==> src/hdl/gdtp_pkg.sv <==
`timescale 1ns / 1ps
package gdtp_pkg;

  localparam int SRC_WIDTH_DEF      = 320;
  localparam int SRC_HEIGHT_DEF     = 240;
  localparam int DST_WIDTH_DEF      = 128;
  localparam int DST_HEIGHT_DEF     = 96;
  localparam int ROW_BYTE_COUNT_DEF = 16;
  localparam int PANEL_ROWS_DEF     = 296;

  localparam int THRESHOLD_W  = 8;
  localparam int TOP_ROW_W    = 9;
  localparam int ADDR_W       = 13;
  // top_row (9b) plus a destination row of up to 8191 (13b)
  localparam int PANEL_ROW_W  = 14;

  localparam int CFG_INDEX_W  = 1;
  localparam int CFG_DATA_W   = 9;

  localparam logic [CFG_INDEX_W-1:0] CFG_THRESHOLD = 1'd0;
  localparam logic [CFG_INDEX_W-1:0] CFG_TOP_ROW   = 1'd1;

  localparam logic [THRESHOLD_W-1:0] THRESHOLD_RESET = 8'd128;
  localparam logic [TOP_ROW_W-1:0]   TOP_ROW_RESET   = 9'd100;

  typedef struct packed {
    logic [7:0] pixel;
    logic       frame_start;
  } in_t;

  typedef struct packed {
    logic [7:0]        packed_byte;
    logic [ADDR_W-1:0] byte_address;
    logic              frame_last;
  } out_t;

  typedef struct packed {
    logic [THRESHOLD_W-1:0] threshold;
    logic [TOP_ROW_W-1:0]   top_row;
  } cfg_t;

endpackage

==> src/hdl/gdtp_core.sv <==
`timescale 1ns / 1ps
module gdtp_core #(
  parameter int SRC_WIDTH      = 320,
  parameter int SRC_HEIGHT     = 240,
  parameter int DST_WIDTH      = 128,
  parameter int DST_HEIGHT     = 96,
  parameter int ROW_BYTE_COUNT = 16,
  parameter int PANEL_ROWS     = 296
) (
  input  logic           clk,
  input  logic           rst,
  input  logic           accept,
  input  gdtp_pkg::in_t  item,
  input  gdtp_pkg::cfg_t cfg,
  output logic           result_valid,
  output gdtp_pkg::out_t result
);
  import gdtp_pkg::*;

  localparam int SCOL_W = $clog2(SRC_WIDTH + 1);
  localparam int SROW_W = $clog2(SRC_HEIGHT + 1);
  localparam int DCOL_W = $clog2(DST_WIDTH + 1);
  localparam int DROW_W = $clog2(DST_HEIGHT + 1);
  localparam int CREM_W = $clog2(DST_WIDTH + 1) + 1;
  localparam int RREM_W = $clog2(DST_HEIGHT + 1) + 1;

  // floor(k*S/D) is tracked as quotient plus remainder, stepped by S/D and S%D
  localparam int COL_Q = SRC_WIDTH / DST_WIDTH;
  localparam int COL_R = SRC_WIDTH % DST_WIDTH;
  localparam int ROW_Q = SRC_HEIGHT / DST_HEIGHT;
  localparam int ROW_R = SRC_HEIGHT % DST_HEIGHT;

  logic [SCOL_W-1:0] src_col, src_col_next, c_src_col, src_col_inc;
  logic [SROW_W-1:0] src_row, src_row_next, c_src_row, src_row_inc;
  logic [DCOL_W-1:0] dst_col, dst_col_next, c_dst_col, dst_col_inc;
  logic [DROW_W-1:0] dst_row, dst_row_next, c_dst_row, dst_row_inc;
  logic [SCOL_W-1:0] next_src_col, next_src_col_next, c_next_src_col;
  logic [SROW_W-1:0] next_src_row, next_src_row_next, c_next_src_row;
  logic [CREM_W-1:0] col_rem, col_rem_next, c_col_rem, col_rem_sum;
  logic [RREM_W-1:0] row_rem, row_rem_next, c_row_rem, row_rem_sum;
  logic              row_kept, row_kept_next, c_row_kept;
  logic [7:0]        bit_shift, bit_shift_next, c_bit_shift, shift_new, padded;
  logic [2:0]        bit_count, bit_count_next, c_bit_count;
  logic [3:0]        count_new, pad_amt;
  logic              pix_bit, emit;
  logic [DCOL_W-1:0] byte_col;
  logic [PANEL_ROW_W-1:0] panel_row;

  always_comb begin
    // frame_start restarts everything before the pixel is used
    c_src_col      = item.frame_start ? '0 : src_col;
    c_src_row      = item.frame_start ? '0 : src_row;
    c_dst_col      = item.frame_start ? '0 : dst_col;
    c_dst_row      = item.frame_start ? '0 : dst_row;
    c_next_src_col = item.frame_start ? '0 : next_src_col;
    c_next_src_row = item.frame_start ? '0 : next_src_row;
    c_col_rem      = item.frame_start ? '0 : col_rem;
    c_row_rem      = item.frame_start ? '0 : row_rem;
    c_row_kept     = item.frame_start ? 1'b1 : row_kept;
    c_bit_shift    = item.frame_start ? '0 : bit_shift;
    c_bit_count    = item.frame_start ? '0 : bit_count;

    src_col_next      = c_src_col;
    src_row_next      = c_src_row;
    dst_col_next      = c_dst_col;
    dst_row_next      = c_dst_row;
    next_src_col_next = c_next_src_col;
    next_src_row_next = c_next_src_row;
    col_rem_next      = c_col_rem;
    row_rem_next      = c_row_rem;
    row_kept_next     = c_row_kept;
    bit_shift_next    = c_bit_shift;
    bit_count_next    = c_bit_count;

    pix_bit     = (item.pixel >= cfg.threshold);
    shift_new   = {c_bit_shift[6:0], pix_bit};
    count_new   = {1'b0, c_bit_count} + 4'd1;
    pad_amt     = 4'd8 - count_new;
    padded      = (shift_new << pad_amt) | (8'hFF >> count_new);
    dst_col_inc = c_dst_col + DCOL_W'(1);
    col_rem_sum = c_col_rem + CREM_W'(COL_R);
    src_col_inc = c_src_col + SCOL_W'(1);
    src_row_inc = c_src_row + SROW_W'(1);
    dst_row_inc = c_dst_row + DROW_W'(1);
    row_rem_sum = c_row_rem + RREM_W'(ROW_R);
    byte_col    = c_dst_col >> 3;
    panel_row   = PANEL_ROW_W'(cfg.top_row) + PANEL_ROW_W'(c_dst_row);
    emit        = 1'b0;

    result_valid        = 1'b0;
    result.packed_byte  = (count_new == 4'd8) ? shift_new : padded;
    result.byte_address = ADDR_W'(panel_row[ADDR_W-1:0] * ADDR_W'(ROW_BYTE_COUNT))
                          + ADDR_W'(byte_col);
    result.frame_last   = (dst_col_inc == DCOL_W'(DST_WIDTH)) &&
                          ((DROW_W + 1)'(c_dst_row) + (DROW_W + 1)'(1) ==
                           (DROW_W + 1)'(DST_HEIGHT));

    if (c_src_row < SROW_W'(SRC_HEIGHT)) begin
      if (c_row_kept && c_dst_col < DCOL_W'(DST_WIDTH) && c_src_col >= c_next_src_col) begin
        dst_col_next   = dst_col_inc;
        bit_shift_next = shift_new;
        bit_count_next = count_new[2:0];
        if (col_rem_sum >= CREM_W'(DST_WIDTH)) begin
          col_rem_next      = col_rem_sum - CREM_W'(DST_WIDTH);
          next_src_col_next = c_next_src_col + SCOL_W'(COL_Q) + SCOL_W'(1);
        end else begin
          col_rem_next      = col_rem_sum;
          next_src_col_next = c_next_src_col + SCOL_W'(COL_Q);
        end
        emit = (count_new == 4'd8) || (dst_col_inc == DCOL_W'(DST_WIDTH));
        if (emit) begin
          bit_shift_next = '0;
          bit_count_next = '0;
          // bytes off the bottom or right of the panel are dropped
          if (panel_row < PANEL_ROW_W'(PANEL_ROWS) &&
              14'(byte_col) < 14'(ROW_BYTE_COUNT)) begin
            result_valid = accept;
          end
        end
      end

      if (src_col_inc >= SCOL_W'(SRC_WIDTH)) begin
        src_col_next      = '0;
        src_row_next      = src_row_inc;
        dst_col_next      = '0;
        next_src_col_next = '0;
        col_rem_next      = '0;
        bit_shift_next    = '0;
        bit_count_next    = '0;
        if (c_row_kept) begin
          dst_row_next = dst_row_inc;
          if (row_rem_sum >= RREM_W'(DST_HEIGHT)) begin
            row_rem_next      = row_rem_sum - RREM_W'(DST_HEIGHT);
            next_src_row_next = c_next_src_row + SROW_W'(ROW_Q) + SROW_W'(1);
          end else begin
            row_rem_next      = row_rem_sum;
            next_src_row_next = c_next_src_row + SROW_W'(ROW_Q);
          end
        end
        row_kept_next = (dst_row_next < DROW_W'(DST_HEIGHT)) &&
                        (src_row_inc >= next_src_row_next);
      end else begin
        src_col_next = src_col_inc;
      end
    end
  end

  always_ff @(posedge clk) begin
    if (rst) begin
      src_col      <= '0;
      src_row      <= '0;
      dst_col      <= '0;
      dst_row      <= '0;
      next_src_col <= '0;
      next_src_row <= '0;
      col_rem      <= '0;
      row_rem      <= '0;
      row_kept     <= 1'b1;
      bit_shift    <= '0;
      bit_count    <= '0;
    end else if (accept) begin
      src_col      <= src_col_next;
      src_row      <= src_row_next;
      dst_col      <= dst_col_next;
      dst_row      <= dst_row_next;
      next_src_col <= next_src_col_next;
      next_src_row <= next_src_row_next;
      col_rem      <= col_rem_next;
      row_rem      <= row_rem_next;
      row_kept     <= row_kept_next;
      bit_shift    <= bit_shift_next;
      bit_count    <= bit_count_next;
    end
  end

endmodule

==> src/hdl/gdtp_skid.sv <==
`timescale 1ns / 1ps
module gdtp_skid (
  input  logic           clk,
  input  logic           rst,
  input  logic           push,
  input  gdtp_pkg::out_t push_data,
  output logic           full,
  output logic           valid,
  input  logic           stall,
  output gdtp_pkg::out_t data
);
  import gdtp_pkg::*;

  logic skid_valid;
  out_t skid_data;
  logic pop;

  assign pop   = valid && !stall;
  assign full  = skid_valid;

  always_ff @(posedge clk) begin
    if (rst) begin
      valid      <= 1'b0;
      skid_valid <= 1'b0;
    end else if (skid_valid) begin
      if (pop) begin
        skid_valid <= 1'b0;
      end
    end else if (push) begin
      if (!valid || pop) begin
        valid <= 1'b1;
      end else begin
        skid_valid <= 1'b1;
      end
    end else if (pop) begin
      valid <= 1'b0;
    end
  end

  always_ff @(posedge clk) begin
    if (skid_valid) begin
      if (pop) begin
        data <= skid_data;
      end
    end else if (push) begin
      if (!valid || pop) begin
        data <= push_data;
      end else begin
        skid_data <= push_data;
      end
    end
  end

endmodule

==> src/hdl/gray_downscale_threshold_pack_top.sv <==
`timescale 1ns / 1ps
// A finished byte is written into the output buffer by the transfer that takes the pixel
// completing it. One pixel per cycle is taken while pixel_stall is low; the counter and
// threshold update is combinational logic, and a two-entry output buffer only
// stalls pixels when it holds two untaken bytes.
// Reset (rst, synchronous): counters cleared, threshold 128, top row 100, output empty.
module gray_downscale_threshold_pack_top #(
  parameter int SRC_WIDTH      = gdtp_pkg::SRC_WIDTH_DEF,
  parameter int SRC_HEIGHT     = gdtp_pkg::SRC_HEIGHT_DEF,
  parameter int DST_WIDTH      = gdtp_pkg::DST_WIDTH_DEF,
  parameter int DST_HEIGHT     = gdtp_pkg::DST_HEIGHT_DEF,
  parameter int ROW_BYTE_COUNT = gdtp_pkg::ROW_BYTE_COUNT_DEF,
  parameter int PANEL_ROWS     = gdtp_pkg::PANEL_ROWS_DEF
) (
  input  logic                                 clk,
  input  logic                                 rst,
  input  logic                                 pixel_valid,
  output logic                                 pixel_stall,
  input  gdtp_pkg::in_t                        pixel_data,
  output logic                                 byte_valid,
  input  logic                                 byte_stall,
  output gdtp_pkg::out_t                       byte_data,
  input  logic                                 cfg_we,
  input  logic [gdtp_pkg::CFG_INDEX_W-1:0]     cfg_index,
  input  logic [gdtp_pkg::CFG_DATA_W-1:0]      cfg_data
);
  import gdtp_pkg::*;

  cfg_t cfg;
  logic accept;
  logic result_valid;
  out_t result;
  logic buf_full;

  always_ff @(posedge clk) begin
    if (rst) begin
      cfg.threshold <= THRESHOLD_RESET;
      cfg.top_row   <= TOP_ROW_RESET;
    end else if (cfg_we) begin
      unique case (cfg_index)
        CFG_THRESHOLD: cfg.threshold <= cfg_data[THRESHOLD_W-1:0];
        CFG_TOP_ROW:   cfg.top_row   <= cfg_data[TOP_ROW_W-1:0];
        default: ;
      endcase
    end
  end

  assign pixel_stall = buf_full;
  assign accept      = pixel_valid && !buf_full;

  gdtp_core #(
    .SRC_WIDTH      (SRC_WIDTH),
    .SRC_HEIGHT     (SRC_HEIGHT),
    .DST_WIDTH      (DST_WIDTH),
    .DST_HEIGHT     (DST_HEIGHT),
    .ROW_BYTE_COUNT (ROW_BYTE_COUNT),
    .PANEL_ROWS     (PANEL_ROWS)
  ) u_core (
    .clk          (clk),
    .rst          (rst),
    .accept       (accept),
    .item         (pixel_data),
    .cfg          (cfg),
    .result_valid (result_valid),
    .result       (result)
  );

  gdtp_skid u_skid (
    .clk       (clk),
    .rst       (rst),
    .push      (result_valid),
    .push_data (result),
    .full      (buf_full),
    .valid     (byte_valid),
    .stall     (byte_stall),
    .data      (byte_data)
  );

endmodule
==> config.mk <==
export PLATFORM = sky130hd
export DESIGN_NAME = gray_downscale_threshold_pack_top
export DESIGN_NICKNAME = d
export VERILOG_FILES = /design/src/hdl/gdtp_pkg.sv /design/src/hdl/gdtp_core.sv /design/src/hdl/gdtp_skid.sv /design/src/hdl/gray_downscale_threshold_pack_top.sv
export SDC_FILE = /design/constraint.sdc
export NUM_CORES = 1
export LEC_CHECK = 0
export BUFFER_PORTS_ARGS = -buffer_cell sky130_fd_sc_hd__buf_4
export CORE_MARGIN = 3
export CORE_UTILIZATION = 35
export DETAILED_ROUTE_END_ITERATION = 7
export GPL_ROUTABILITY_DRIVEN = 0
export GPL_TIMING_DRIVEN = 0
export PLACE_DENSITY = 0.59
export SYNTH_ARGS = -nofsm -noshare
export SYNTH_HDL_FRONTEND = slang
export SYNTH_SLANG_ARGS = --single-unit
==> constraint.sdc <==
create_clock -name clk -period 10.8 [get_ports clk]
set_input_delay 0.54 -clock clk [delete_from_list [all_inputs] [get_ports clk]]
set_output_delay 0.54 -clock clk [all_outputs]
set_load 0.05 [all_outputs]
==> results of run 1 <==
[sequential cells by signal (all words and copies together), names as in the netlist]
signal and flops:
u_core.next_src_row 8, u_core.dst_col 8, u_core.bit_shift 7, u_core.col_rem 9, u_core.next_src_col 9, u_core.src_row 8
u_core.bit_count 3, u_core.row_kept 1, u_core.dst_row 7, u_skid.data 22, u_skid.full 1, u_core.src_col 9
u_skid.valid 1, u_core.row_rem 4, u_skid.skid_data 22, cfg 17
[metal layers]
metal | global-route usage (%) | share of wire (%) | vias to the layer above
li1 | - | - | 4007
met1 | 25.47 | 47 | 3772
met2 | 28.76 | 45 | 263
met3 | 3.975 | 6.3 | 48
met4 | 5.882 | 2.1 | 0
met5 | 0.3478 | 0 | -
[cell usage after synthesis, types with 11 or more instances]
cell type,n,share of area [%]
nor3_1,21,1.2
mux2_2,18,2.3
clkbuf_1,50,2.1
o31ai_1,17,1.4
nand2_1,135,5.6
nand3_1,34,1.9
xor2_1,25,2.4
edfxtp_1,44,15
xnor2_1,23,2.2
inv_1,46,1.9
nor2b_1,32,2.2
and3_1,19,1.3
nor2_1,69,2.9
a31oi_1,22,1.5
a211oi_1,16,1.3
nand2b_1,15,1.0
nand4_1,11,0.77
ha_1,54,7.5
dfxtp_1,92,20
nor4_1,13,0.91
a21oi_1,65,3.6
o21ai_0,51,2.8
[cell type report]
| type | instances | share of cell area (%) |
|---|---|---|
| multi-input combinational | 810 | 52.12 |
| tap | 330 | 4.007 |
| buffer | 64 | 2.635 |
| clock buffer | 17 | 4.128 |
| sequential | 136 | 30.69 |
| clock inverter | 15 | 1.311 |
| inverter | 48 | 1.748 |
| timing repair buffer | 46 | 3.351 |
[logic make-up (layout without fill, tap and decap cells)]
family / count (synthesis) / in the layout
simple gates: 416 / 416
fa+ha+maj: 55 / 55
xor+xnor: 48 / 48
mux: 25 / 25
flops: 136 / 136
buf+inv: 112 / 190
compound gates: 266 / 266
[per-stage QoR]
stage | cell area [um2] | util (%) | power, W | std cells
after floorplan | 8986 | - | 0.0006411 | 1058
after CTS | 10300 | 40.92 | 0.001252 | 1466
after detailed placement | 9744 | 38.70 | 0.0006896 | 1434
after global routing | 10300 | 40.92 | 0.001294 | 1466
final | 10300 | 40.92 | 0.001247 | 1466
after global placement | 9744 | 38.70 | 0.0006883 | 1434
[worst max-delay path: stages]
cell      delay (ns)
buf_6           0.14
clkbuf_1        0.65
clkbuf_1        0.63
clkbuf_1        0.69
clkbuf_1        0.61
nor2b_1         0.21
ha_1            0.28
fa_1            0.43
a211o_1         0.38
a21o_1          0.19
a211oi_1        0.36
a31oi_1         0.23
or4_4           0.48
a22oi_2         0.93
[path summary, 6_finish.rpt]
| kind | startpoint | to | slack [ns] | cells after the start |
|---|---|---|---|---|
| setup / recovery | pixel_data[0] | u_skid.data[13] | 4.08 | 14 |
| hold / removal | cfg_data[6] | cfg[6] | 0.33 | 3 |
| setup reg to reg | u_core.bit_count[0] | u_skid.data[13] | 5.65 | 13 |
| hold reg to reg | cfg[13] | cfg[13] | 0.46 | 2 |
[power breakdown]
group	leakage, nW	switching, W	internal [W]
clock	0.273	0.000262	0.000304
sequential	1.16	0.00000704	0.000534
combinational	2.47	0.0000928	0.0000467
total	3.90	0.000362	0.000885
[layout by cell type (no fill, tap or decap), drive strengths merged, types with 18 or more instances in the layout]
master and count:
dfxtp 92, and3 19, edfxtp 44, xnor2 23, nor2 69, mux2 18
a211oi 18, xor2 25, clkbuf 69, nor2b 33, a21oi 68, inv 56
buf 58, o21ai 55, nand3 35, nand2 135, nor3 22, ha 54
a31oi 22
==> flow_metrics.tcl, run 1 <==
set metrics [dict create \
    synth-compound-area-share_pct 20.34 \
    io_pins 48 \
    yosysWarnings 0 \
    cts_buffer_depth 2 \
    ir_drop_uv 70.73 \
    place_ws_ns 3.694 \
    muxShareOfSynthArea_pct 3.175 \
    synth_fa_ha_area_share_pct 7.742 \
    antenna_left 0 \
    rows 58 \
    cts_tree "yes" \
    clock_latency_ns 0.43 \
    worst_ep_required_time_ns 10.84 \
    viasPerCell 5.518 \
    timing.final.ws_setup_ns 4.076 \
    htreeDepth 4 \
    worst-setup-path-type "in -> reg" \
    die_y_um 166.2 \
    clock_sinks 136 \
    dr.pass1.iters 6 \
    die_x_um 166.2 \
    synth_edf_count 44 \
    antenna_cells 0 \
    setup_viol 0 \
    io_buffers 46 \
    cts-resized-gates 0 \
    synth_top_family_by_area "simple AND/OR/NAND/NOR gates" \
    cts_made_buffers 17 \
    num-nets-final 1202 \
    gr-usage-all-layers_pct 18.40 \
    vias 8090 \
    post-route-min-period_ns 6.724 \
    syn_area_um2 8986 \
    grt-ovfl-total 0 \
    crit_fanout 22 \
    cap_violations 0 \
    cp-end-kind "flop" \
    routed_wirelength_um 25880 \
    grt_pass1_vias 7488 \
    synth.lib_cells_used.distinct 90 \
    antenna_found_initial 0 \
    synth_fp_nets 1137 \
    syn_avg_cell_area_um2 8.493 \
    clock.fmax_ghz 0.1487 \
    postSynthRegisterBits 136 \
    cts_setup_buffers 0 \
    wl_per_cell_um 17.65 \
    ys_seq_area_share_pct 35.20 \
    worstPathArrival_ns 6.77 \
    multi_input_area_um2 5371 \
    drive_above_1_share_pct 11.88 \
    synthArstFlopShare_pct 0 \
    synth_top_flop_cell "dfxtp_1" \
    setup-tns-final_ns 0 \
    core_um2 25180 \
    tightest_slew_ns 1.167 \
    die-area_um2 27630 \
    ff_latch_area_um2 3163 \
    hold_ws_ns 0.3327 \
    status "complete, no violations" \
    hold_violations 0 \
    maxSlewViolCount 0 \
    clk_pin_slew_worst_paths_ns 0.07 \
    holdBufCountCts 0 \
    leakagePower_nw 3.901 \
    hp-class "in -> reg" \
    grt_pass1_wl_um 41130 \
    dp_hpwl_um 18910 \
    nFillCells 2524 \
    slew_headroom_pct 22.17 \
    start_kind "input port" \
    drtIter0Drc 670 \
    drc 0 \
    fin_crit_sh_pct 62.26 \
    synth-simple-area-share_pct 23.84 \
    rsz0062_at_grt "no" \
    fin_skew_ns 0.007395 \
    grt_max_degree 23 \
    start_util_pct 35.69 \
    areaGrowthSynthToFinish_pct 14.68 \
    synthXorXnorAreaFrac_pct 4.678 \
    clock-root-buffer "clkbuf_16" \
    power.density_nw_per_um2 121.0 \
    netlist_instances 1058 \
]
Power figures use the tool's default switching activity.
==> inputs of run 2 (changes only) <==
==> constraint.sdc (replaced) <==
create_clock -name clk -period 6.7 [get_ports clk]
set_input_delay 0.335 -clock clk [delete_from_list [all_inputs] [get_ports clk]]
set_output_delay 0.335 -clock clk [all_outputs]
set_load 0.05 [all_outputs]
==> run 2 against run 1 <==
  * Combinational power increased by 61%
  * Final cell count is essentially flat
  * Largest cell class unchanged
  * Worst hold slack got worse by 0.21 ns
  * Die area unchanged
  * Sequential share of layout area hardly changed
==> flow_metrics.tcl, run 2 (same netlist as run 1, synthesis figures left out) <==
set metrics [dict create \
    reg2reg_to "u_skid.skid_data[2]" \
    worstPathArrival_ns 6.21 \
    drive_above_1_share_pct 11.96 \
    die-area_um2 27630 \
    hp-class "in -> reg" \
    status "complete, no violations" \
    ff2ff_path_depth 13 \
    drc 0 \
    r2r-start "u_core.bit_count[0]" \
    die_y_um 166.2 \
    final_common_cell "nand2_1" \
    grt_max_degree 23 \
    wl_per_cell_um 17.81 \
    reg.largest.list "u_skid.data: 22 flops, u_skid.skid_data: 22 flops, cfg: 17 flops" \
    ir_drop_uv 115.5 \
    htreeDepth 4 \
    post-route-min-period_ns 6.157 \
    drtIter0Drc 630 \
    num-nets-final 1203 \
    endpoint "u_skid.skid_data[2]" \
    hold_ws_ns 0.1245 \
    routed_wirelength_um 26120 \
    final_cell_mix "nand2_1, dfxtp_1, nor2_1" \
    leakagePower_nw 3.908 \
    start_util_pct 35.69 \
    clock_sinks 136 \
    antenna_found_initial 0 \
    clock_latency_ns 0.43 \
    worst_ep_required_time_ns 6.75 \
    rrSetupSlack_ns 1.92 \
    hold_start "cfg_data[6]" \
    worst-setup-path-type "in -> reg" \
    place_ws_ns -0.2013 \
    hold_violations 0 \
    setup_viol 0 \
    cp-end-kind "flop" \
    io_buffers 46 \
    clock.fmax_ghz 0.1624 \
    tightest_slew_ns 1.032 \
    die_x_um 166.2 \
    fin_crit_sh_pct 91.90 \
    final_util_pct 40.97 \
    antenna_cells 0 \
    cts_tree "yes" \
    fin_skew_ns 0.008438 \
    critPathLaunch "pixel_data[0]" \
    gr-usage-all-layers_pct 18.40 \
    cts_buffer_depth 2 \
    antenna_left 0 \
    power.density_nw_per_um2 194.9 \
    crit_fanout 22 \
    dr.pass1.iters 5 \
    clk_pin_slew_worst_paths_ns 0.07 \
    setup-tns-final_ns 0 \
    vias 8120 \
    cts_made_buffers 17 \
    timing.final.ws_setup_ns 0.5425 \
    start_kind "input port" \
    power_w 0.002011 \
    cap_violations 0 \
    core_um2 25180 \
    rows 58 \
    grt-ovfl-total 0 \
    clock-root-buffer "clkbuf_16" \
    io_pins 48 \
    areaGrowthSynthToFinish_pct 14.81 \
    grt_pass1_vias 7488 \
    grt_pass1_wl_um 41130 \
    rsz0062_at_grt "no" \
    slew_headroom_pct 31.20 \
    maxSlewViolCount 0 \
    dp_hpwl_um 18910 \
    viasPerCell 5.535 \
]
## run 2: final cells by class
type,instances,area (um2)
Tap cell,330,412.9
Sequential cell,136,3163
Buffer,64,271.5
Inverter,48,180.2
Timing Repair Buffer,46,345.3
Multi-Input combinational cell,811,5384
Fill cell,2523,14860
Clock inverter,15,135.1
Clock buffer,17,425.4
## run 2: worst min-delay path by stage
stage	cells after the start	end	slack, ns
after floorplan	1	u_core.col_rem[2]	0.43
after global placement	1	u_core.col_rem[1]	0.44
after detailed placement	1	u_core.col_rem[4]	0.44
after CTS	3	cfg[6]	0.11
after global routing	2	cfg[16]	0.13
final	3	cfg[6]	0.12
## run 2: power by group
part / leakage, nW / total [W] / switching, W / internal [W]
combinational: 2.48 / 0.000225 / 0.000150 / 0.0000753
clock: 0.273 / 0.000913 / 0.000424 / 0.000490
sequential: 1.16 / 0.000873 / 0.0000115 / 0.000862
total: 3.91 / 0.00201 / 0.000585 / 0.00143
## run 2: worst max-delay path: stages
cell	delay, ns
buf_6	0.14
clkbuf_1	0.64
clkbuf_1	0.63
clkbuf_1	0.70
clkbuf_1	0.59
nor2b_1	0.20
ha_1	0.28
fa_1	0.43
a211o_1	0.38
a21o_1	0.19
a211oi_1	0.36
a31oi_1	0.23
nor4_1	0.19
and3_1	0.88
## run 2: timing repair
item                                    in CTS  in global routing
buffers inserted                             0                  0
resized for setup                            0                  1
endpoints found under the setup margin       0                 22
hold buffers                                 0                  0
## run 2: metrics by stage
| stage | area, um2 | instances |
|---|---|---|
| after floorplan | 8986 | 1058 |
| after global placement | 9744 | 1434 |
| after detailed placement | 9744 | 1434 |
| after CTS | 10300 | 1466 |
| after global routing | 10320 | 1467 |
| final | 10320 | 1467 |
## run 2: per-layer routing
| metal | up-vias | GRT usage [%] | part of all wire (%) |
|---|---|---|---|
| li1 | 4010 | - | - |
| met1 | 3795 | 25.47 | 46 |
| met2 | 261 | 28.76 | 45 |
| met3 | 54 | 3.975 | 6.5 |
| met4 | 0 | 5.882 | 2.3 |
| met5 | - | 0.3478 | 0 |
==> inputs of run 3 (changes only) <==
--- a/config.mk
+++ b/config.mk
@@ -5,13 +5,14 @@
 export SDC_FILE = /design/constraint.sdc
 export NUM_CORES = 1
 export LEC_CHECK = 0
+export ABC_AREA = 1
 export BUFFER_PORTS_ARGS = -buffer_cell sky130_fd_sc_hd__buf_4
 export CORE_MARGIN = 3
 export CORE_UTILIZATION = 35
 export DETAILED_ROUTE_END_ITERATION = 7
 export GPL_ROUTABILITY_DRIVEN = 0
 export GPL_TIMING_DRIVEN = 0
-export PLACE_DENSITY = 0.59
+export PLACE_DENSITY = 0.58
 export SYNTH_ARGS = -nofsm -noshare
 export SYNTH_HDL_FRONTEND = slang
 export SYNTH_SLANG_ARGS = --single-unit
==> run 3 against run 2 <==
  * Sequential power increased by 4.5%
  * Flip-flop and latch count unchanged
  * Largest cell class unchanged
  * Fmax increased by 31%
  * Clock-buffer cell count increased by 1
  * Global-route usage increased by 1.1 points
  * Area after synthesis increased by 4.2%
  * Largest power group unchanged
  * Synthesized cell count increased by 27%
  * Critical path type unchanged
  * First-iteration DRC count increased by 11%
  * Sequential share of layout area decreased by 1.3 points
  * Core utilization increased by 0.13 points
  * Register-to-register slack improved by 0.83 ns
  * Routed wire length increased by 6.8%
==> flow_metrics.tcl, run 3 <==
set metrics [dict create \
    fin_crit_sh_pct 70.35 \
    io_buffers 47 \
    grt-ovfl-total 0 \
    final_util_pct 41.10 \
    reg2reg_to "u_skid.skid_data[19]" \
    switching_share_pct 31.73 \
    setup_viol 0 \
    crit_fanout 12 \
    wl_per_cell_um 15.88 \
    synth.lib_cells_used.distinct 53 \
    fin_skew_ns 0.01059 \
    ff2ff_path_depth 14 \
    clock-root-buffer "clkbuf_16" \
    hold_depth 2 \
    leakagePower_nw 4.723 \
    ir_drop_uv 160.9 \
    p_comb_share_pct 19.5 \
    cts_buffer_depth 2 \
    tightest_slew_ns 0.8456 \
    intPower_w 0.001608 \
    dp_hpwl_um 20530 \
    htreeDepth 4 \
    netlist_top_cells_area "dfxtp_1, edfxtp_1, nand2_1" \
    drtIter0Drc 699 \
    rows 59 \
    die_x_um 169.6 \
    synth_edf_count 44 \
    setup-tns-final_ns 0 \
    start_kind "input port" \
    worst-setup-path-type "in -> reg" \
    power.density_nw_per_um2 218.6 \
    cp-end-kind "flop" \
    yosysWarnings 0 \
    syn_avg_cell_area_um2 6.982 \
    reg.largest.list "u_skid.data: 22 flops, u_skid.skid_data: 22 flops, cfg: 17 flops" \
    cap_violations 0 \
    syn_area_um2 9363 \
    power_frac_clock_pct 41.8 \
    ys_seq_area_share_pct 33.78 \
    antenna_cells 0 \
    start_util_pct 35.73 \
    seqPwrFrac_pct 38.7 \
    routed_wirelength_um 27900 \
    cts_setup_buffers 0 \
    synth_area_leader_cell "dfxtp_1" \
    synthArstFlopShare_pct 0 \
    dr.pass1.iters 6 \
    drive_above_1_share_pct 11.53 \
    viasPerCell 5.153 \
    postSynthRegisterBits 136 \
    core_um2 26210 \
    status "complete, no violations" \
    rsz0062_at_grt "no" \
    min_to "u_core.dst_row[4]" \
    clk_pin_slew_worst_paths_ns 0.07 \
    synth_top_area_share_pct 19.67 \
    post-route-min-period_ns 4.713 \
    antenna_left 0 \
    hold_violations 0 \
    slew_headroom_pct 43.38 \
    gr-usage-all-layers_pct 19.51 \
    grt_max_degree 17 \
    io_pins 48 \
    die_y_um 169.6 \
    antenna_found_initial 0 \
    clock_sinks 136 \
    synth_fp_nets 1420 \
    hold_start "rst" \
    num-nets-final 1488 \
    areaGrowthSynthToFinish_pct 15.05 \
    synth_top_flop_cell "dfxtp_1" \
    worst_ep_required_time_ns 6.83 \
    ff_latch_area_um2 3163 \
    worstPathArrival_ns 4.84 \
    rrSetupSlack_ns 2.75 \
    nFillCells 2685 \
    die-area_um2 28750 \
    netSwitchingPower_w 0.0007473 \
    holdBufCountCts 0 \
    cts-resized-gates 0 \
    multi_input_area_um2 5300 \
    final_cell_mix "nand2_1, inv_1, a21oi_1" \
    r2r-start "u_core.next_src_col[6]" \
    grt_pass1_wl_um 44420 \
    clock_latency_ns 0.43 \
    synth_common_cells "nand2_1, inv_1, a21oi_1, nor2_1, o21ai_0" \
    netlist_instances 1341 \
    maxSlewViolCount 0 \
    cts_made_buffers 17 \
    cts_tree "yes" \
    critPathLaunch "pixel_data[0]" \
    hp-class "in -> reg" \
    clock.fmax_ghz 0.2122 \
    drc 0 \
    synth_most_common_cell "nand2_1" \
    vias 9054 \
    final_common_cell "nand2_1" \
    grt_pass1_vias 8444 \
]
run 3: changes by cell type after synthesis, moves of 17 or more:
cell | before | now
nand2_1 | 135 | 352
inv_1 | 46 | 153
a21oi_1 | 65 | 133
nand3_1 | 34 | 83
o21ai_0 | 51 | 96
nor2_1 | 69 | 106
nor2b_1 | 32 | 0
clkbuf_1 | 50 | 28
and3_1 | 19 | 0
mux2_2 | 18 | 0
o31ai_1 | 17 | 0
run 3: stage by stage:
stage	hold slack, ns	setup slack [ns]	instance area (um2)	instances	power [W]
2_1_floorplan	0.4044	2.177	9363	1341	0.001249
3_3_place_gp	0.4225	0.006484	10130	1723	0.001374
3_5_place_dp	0.4241	1.557	10170	1725	0.001380
4_1_cts	0.1046	2.008	10770	1757	0.002357
5_1_grt	0.1134	1.699	10770	1757	0.002466
6_report	0.1140	1.987	10770	1757	0.002355
run 3: cell families (layout without fill, tap and decap cells):
kind of cell | count (synthesis) | count (layout) | synth area share [%]
AOI/OAI and AO/OA | 292 | 292 | 17.20
buffers and inverters | 218 | 299 | 9.702
DFF | 136 | 136 | 33.78
xor gates and xnor gates | 33 | 33 | 3.087
adders and majority gates | 55 | 55 | 7.430
and+or+nand+nor | 607 | 607 | 28.80
run 3: how the worst max path moves through the flow:
stage                     cells past startpoint              endpoint  slack, ns
after CTS                                    16  u_skid.skid_data[19]       2.01
after detailed placement                     16   u_skid.skid_data[3]       1.56
after floorplan                              15   u_skid.skid_data[0]       2.18
after global routing                         16  u_skid.skid_data[19]       1.70
after global placement                       15   u_skid.skid_data[4]      0.006
final                                        16  u_skid.skid_data[19]       1.99
run 3: routing by layer:
metal  wire (um)  track usage (%)  part of all wire (%)  vias up
li1            -                -                     -     4560
met1       12790            26.10                    46     4134
met2       12700            32.28                    46      316
met3        1773            3.401                   6.4       44
met4         635            6.046                   2.3        0
met5           0                0                     0        -
run 3: layout make-up:
class | instances | share of cell area (%)
multi-input cells | 987 | 49.20
repair buffers | 49 | 3.520
clock buffers | 18 | 4.077
clock inverters | 14 | 1.510
flip-flops and latches | 136 | 29.36
plain buffers | 49 | 2.544
inverters | 169 | 5.889
well taps | 335 | 3.891
run 3: power by group through the flow:
stage	Clock, W	Sequential (W)	Combinational (W)
after CTS	0.000992	0.000911	0.000453
after detailed placement	0	0.000929	0.000451
after global placement	0	0.000929	0.000446
after floorplan	0	0.000923	0.000326
after global routing	0.00103	0.000916	0.000517
final	0.000984	0.000912	0.000459
run 3: worst max-delay path, cell delays in order:
cell      delay [ns]
buf_4           0.13
buf_6           0.23
buf_2           0.37
buf_1           0.56
nor2_1          0.27
ha_1            0.37
nand2_1         0.05
nor2_1          0.09
nand3_1         0.08
nand4_1         0.14
nand2_1         0.26
inv_1           0.16
clkbuf_1        0.56
nand4_1         0.20
nor3b_2         0.73
buf_6           0.27
